===== config.mk =====
export PLATFORM = sky130hd
export DESIGN_NAME = tmt_ctrl
export DESIGN_NICKNAME = d
export VERILOG_FILES = /design/src/hdl/tmt_pkg.sv /design/src/hdl/tmt_ctrl.sv
export SDC_FILE = /design/constraint.sdc
export NUM_CORES = 1
export LEC_CHECK = 0
export ABC_AREA = 1
export BUFFER_PORTS_ARGS = -buffer_cell sky130_fd_sc_hd__buf_2
export CAP_MARGIN = 30
export CELL_PAD_IN_SITES_DETAIL_PLACEMENT = 1
export CELL_PAD_IN_SITES_GLOBAL_PLACEMENT = 1
export CORE_AREA = 8 8 45 47
export CTS_CLUSTER_DIAMETER = 40
export DETAILED_ROUTE_END_ITERATION = 10
export DIE_AREA = 0 0 53 55
export PLACE_DENSITY = 0.52
export SYNTH_ARGS = -nofsm -noshare
export SYNTH_HDL_FRONTEND = slang
export SYNTH_SLANG_ARGS = --single-unit

===== constraint.sdc =====
create_clock -name clk -period 2.8 [get_ports clk]
set_input_delay 0.56 -clock clk [delete_from_list [all_inputs] [get_ports clk]]
set_output_delay 0.56 -clock clk [all_outputs]
set_load 0.01 [all_outputs]

===== src/hdl/tmt_pkg.sv =====
// ---------------------------------------------------------------------------
// tmt_pkg
// Shared constants and controller/datapath interface types for the table
// minimum tracker.
// ---------------------------------------------------------------------------
package tmt_pkg;

  localparam int IDX_W       = 10;
  localparam int VAL_IN_W    = 30;
  localparam int VAL_W       = 31;
  localparam int SIZE_W      = 11;
  localparam int TABLE_DEPTH = 1 << IDX_W;

  localparam logic [VAL_W-1:0]  VALUE_MAX  = {VAL_W{1'b1}};
  localparam logic [SIZE_W-1:0] SIZE_RESET = SIZE_W'(TABLE_DEPTH);

  // controller -> datapath
  typedef struct packed {
    logic clear_wr;   // write VALUE_MAX at the sweep address
    logic cap;        // capture the input item
    logic eval;       // apply the captured write
    logic addr_clr;   // rewind the sweep address
    logic scan_rd;    // issue a rescan read
    logic emit;       // load the result registers
  } tmt_cmd_t;

  // datapath -> controller
  typedef struct packed {
    logic need_rescan;
    logic clear_last;
    logic scan_last;
  } tmt_sts_t;

endpackage


===== src/hdl/tmt_ctrl.sv =====
// ---------------------------------------------------------------------------
// tmt_ctrl
// Controller: post-reset table clear, item evaluation and rescan sequencing.
// ---------------------------------------------------------------------------
module tmt_ctrl
  import tmt_pkg::*;
(
  input  logic     clk,
  input  logic     rst_n,
  input  logic     start,
  output logic     busy,
  input  tmt_sts_t sts,
  output tmt_cmd_t cmd
);

  typedef enum logic [2:0] {
    ST_CLEAR,
    ST_IDLE,
    ST_EVAL,
    ST_SCAN,
    ST_TAIL
  } state_t;

  state_t state_r, state_nxt;
  logic   busy_r;

  always_comb begin
    state_nxt = state_r;
    cmd       = '0;
    case (state_r)
      ST_CLEAR: begin
        cmd.clear_wr = 1'b1;
        if (sts.clear_last) begin
          state_nxt = ST_IDLE;
        end
      end
      ST_IDLE: begin
        if (start) begin
          cmd.cap   = 1'b1;
          state_nxt = ST_EVAL;
        end
      end
      ST_EVAL: begin
        cmd.eval     = 1'b1;
        cmd.addr_clr = 1'b1;
        if (sts.need_rescan) begin
          state_nxt = ST_SCAN;
        end else begin
          cmd.emit  = 1'b1;
          state_nxt = ST_IDLE;
        end
      end
      ST_SCAN: begin
        cmd.scan_rd = 1'b1;
        if (sts.scan_last) begin
          state_nxt = ST_TAIL;
        end
      end
      ST_TAIL: begin
        // last read data is compared this cycle
        cmd.emit  = 1'b1;
        state_nxt = ST_IDLE;
      end
      default: begin
        state_nxt = ST_IDLE;
      end
    endcase
  end

  always_ff @(posedge clk) begin
    if (!rst_n) begin
      state_r <= ST_CLEAR;
      busy_r  <= 1'b1;
    end else begin
      state_r <= state_nxt;
      busy_r  <= (state_nxt != ST_IDLE);
    end
  end

  assign busy = busy_r;

endmodule


; ---- After elaboration in Yosys (flattened, before gate mapping)
; Index checks and enable logic that the tools add are counted.
[word_totals]
reg_bits = 4
latchBits = 0
ram_bits = 0
rom_bits = 0
inputBits = 6
out_inout_bits = 7
word_cells = 20
memories = 0
[classes]
addsub = 0
n_mul = 0
n_div = 0
order_cmp = 0
eq_ne = 5
n_shift = 0
n_mux = 12
bitwise_logic = 0
n_reduce_logical = 1
[op_table]
columns = op, n
row1 = case mux 3 bit (4 select lines), 1
row2 = two-way mux 3 bit, 3
row3 = equality test 3 x 2 -> 1 bit (second input constant), 2
row4 = two-way mux 1 bit, 5
row5 = two-way mux 2 bit, 2
row6 = equality test 3 x 1 -> 1 bit (second input constant), 1
row7 = equality test 3 bit (second input constant), 1
row8 = zero test 3 bit, 1
row9 = inequality test 3 x 1 -> 1 bit (second input constant), 1
row10 = case mux 1 bit (2 select lines), 1

; ---- Logic depth before layout (Yosys ltp)
[depth]
ltp_word = 3
ltp_mapped = 6
depth_no_buf = 6

; ---- Least setup slack after synthesis
; OpenSTA, ideal clock, no wires.
[synth_path]
path_kind = flip-flop to output port
from = register state_r[1]
to = output port cmd[0] in the netlist's numbering
arrival_ps = 815
required_ps = 2240
setup_slack_ps = 1425
path_stages_with_launch = 3
path_buffers = 0
cell_sequence = dfxtp_1 > or2_1 > o22ai_1
[synth_lines]
columns = item, line
row1 = start: declaration, tmt_ctrl.sv:24  ; state_t state_r, state_nxt;
row2 = start signal: assignment, tmt_ctrl.sv:75  ; state_r <= state_nxt;
row3 = end: declaration, tmt_ctrl.sv:13  ; output tmt_cmd_t cmd

==> flow_metrics.env <==
export IMPL_status="finished, final reports clean"
export IMPL_drc=0
export IMPL_postSynthAreaPerCell_um2=6.88
export IMPL_crit_path_max_fanout=6
export IMPL_synth_enable_flop_cells=0
export IMPL_syn_nets=40
export IMPL_avgViaCountPerCell=4.06
export IMPL_tightest_slew_ns=0.241
export IMPL_num_vias=260
export IMPL_holdCritPathClass="input port to flop"
export IMPL_relSlewSlack_pct=83.9
export IMPL_slew_violations=0
export IMPL_fmax_mhz=590
export IMPL_ys_types=16
export IMPL_fp_row_count=14
export IMPL_async_reset_ff_share_pct=0
export IMPL_r2r_slack_ns=1.82
export IMPL_crit_start="state_r[1]"
export IMPL_hold_viol_final=0
export IMPL_worstSetupPathType="flop to primary output"
export IMPL_cts_sinks=4
export IMPL_dp_hpwl_um=557
export IMPL_endpoint_kind="primary output"
export IMPL_dp_slack_ns=1.29
export IMPL_dr_pass1_iters=2
export IMPL_r2r_end="busy"
export IMPL_syn_to_final_growth_pct=40.6
export IMPL_htree_levels=1
export IMPL_arrival_ns=1.13
export IMPL_timing_final_crit_period_ns=1.69
export IMPL_ys_seq_area_share_pct=34.2
export IMPL_start_util_pct=16.9
export IMPL_yosysWarnings=0
export IMPL_initialDrtViolationCount=3
export IMPL_worstSetupEndpoint="cmd[0]"
export IMPL_totalWireLength_um=633
export IMPL_fillers=183
export IMPL_synthCells=34
export IMPL_mostFrequentLayoutCells="12 x buf_2, 6 x inv_1, 6 x nand3_1"
export IMPL_setup_viol=0
export IMPL_core_um2=1380
export IMPL_ys_ff_latch=4
export IMPL_ir_worst_vdd_mv=0.137
export IMPL_post_cts_resized=0
export IMPL_r2r_cells=5
export IMPL_critPathRequiredTime_ns=2.24
export IMPL_pin_count=13
export IMPL_n_antenna_cell=0
export IMPL_die_area_um2=2920
export IMPL_grt_pass1_wl_mm=1.05
export IMPL_grt_max_degree=7
export IMPL_grt_pass1_vias=278
export IMPL_path_clk_slew_ns=0.04
export IMPL_die_x_um=53
export IMPL_dp_cells=61
export IMPL_grt_antenna_before_repair=0
export IMPL_skew_ns=0.00120
export IMPL_detail_route_antenna_nets=0
export IMPL_powerDensity_nw_per_um2=515
export IMPL_overflow=0
export IMPL_grt_usage_pct=5.24
export IMPL_cts_tree="done"
export IMPL_die_h_um=55
export IMPL_fin_ws_ns=1.11
export IMPL_place_congestion=0.653
export IMPL_drive_above_1_share_pct=41.7
export IMPL_grt_setup_unrepaired="no"
export IMPL_min_period_over_period_pct=60.5
export IMPL_final_setup_tns_ns=0
export IMPL_cts_hold_buf=0
export IMPL_leakagePower_uw=0.000194
export IMPL_rr_startpoint="state_r[2]"
export IMPL_stdcell_count=64
export IMPL_start_kind="flop"
export IMPL_clockBufferDepth=2
export IMPL_ys_flop_type="dfxtp_1"
export IMPL_numCtsBuffers=3
export IMPL_netlist_area_um2=234
export IMPL_fin_nets=56
export IMPL_wl_per_cell_um=9.89
export IMPL_maxCapViolations=0
export IMPL_clk_latency_ns=0.23
export IMPL_clock_root_buffer="clkbuf_4"
export IMPL_cts_setup_buffers=0
export IMPL_final_common_cell="buf_2"
export IMPL_portBuffers=12
-- cells in the mapped netlist (2+ instances only) --
| cell type | n | area share (%) |
|---|---|---|
| inv_1 | 6 | 9.6 |
| nor2_1 | 2 | 3.2 |
| nand3_1 | 6 | 13 |
| nand2_1 | 4 | 6.4 |
| dfxtp_1 | 4 | 34 |
| nand2_2 | 2 | 5.3 |
-- critical path, stage by stage (launching register included) --
cell and delay [ns]:
dfxtp_1 0.35, or2_1 0.26, o22ai_1 0.14, buf_2 0.15
-- report_power, final --
group | internal (µW) | switching, µW
sequential | 61.6 | 4.31
combinational | 14.9 | 18.8
clock | 47.8 | 22.1
-- layout make-up --
| class | instances | area (µm²) | area share, % |
|---|---|---|---|
| clock buffer | 3 | 22.5 | 6.84 |
| timing repair buffer | 12 | 60.1 | 18.3 |
| inverter | 7 | 26.3 | 7.98 |
| multi-input combinational | 22 | 120 | 36.5 |
| tap | 16 | 20.0 | 6.08 |
| sequential | 4 | 80.1 | 24.3 |
-- flip-flops by register name (all words and copies together) (netlist names) --
register  cells
busy          1
state_r       3
-- worst min path at each step --
stage                          start          to  slack (ns)  cells after the start
after floorplan           state_r[0]        busy        0.60                      3
after global placement    state_r[1]  state_r[2]        0.66                      3
after detailed placement  state_r[1]  state_r[2]        0.66                      3
after CTS                      rst_n        busy        0.54                      2
after global routing           rst_n        busy        0.56                      2
final                          rst_n        busy        0.55                      2
-- layer usage --
layer	up-vias	track usage, %	routed length, µm
met3	2	2.67	77
li1	136	-	-
met4	0	6.47	6
met2	9	7.23	279
met1	113	5.15	270
met5	-	0	0
-- cells by family after synthesis --
logic type / count (synthesis) / synth area share (%)
flops: 4 / 34.2
buf+inv: 8 / 14.4
compound gates: 2 / 4.81
simple gates: 20 / 46.5
-- through the flow --
stage / power (µW) / hold slack, ns / util [%] / area, µm²
CTS: 174 / 0.542 / 23.8 / 329
floorplan: 87.4 / 0.603 / - / 234
detailed placement: 102 / 0.662 / 22.2 / 307
global route: 180 / 0.561 / 23.8 / 329
global placement: 102 / 0.662 / 22.2 / 307
finish: 170 / 0.548 / 23.8 / 329
Power figures use the tool's default switching activity.
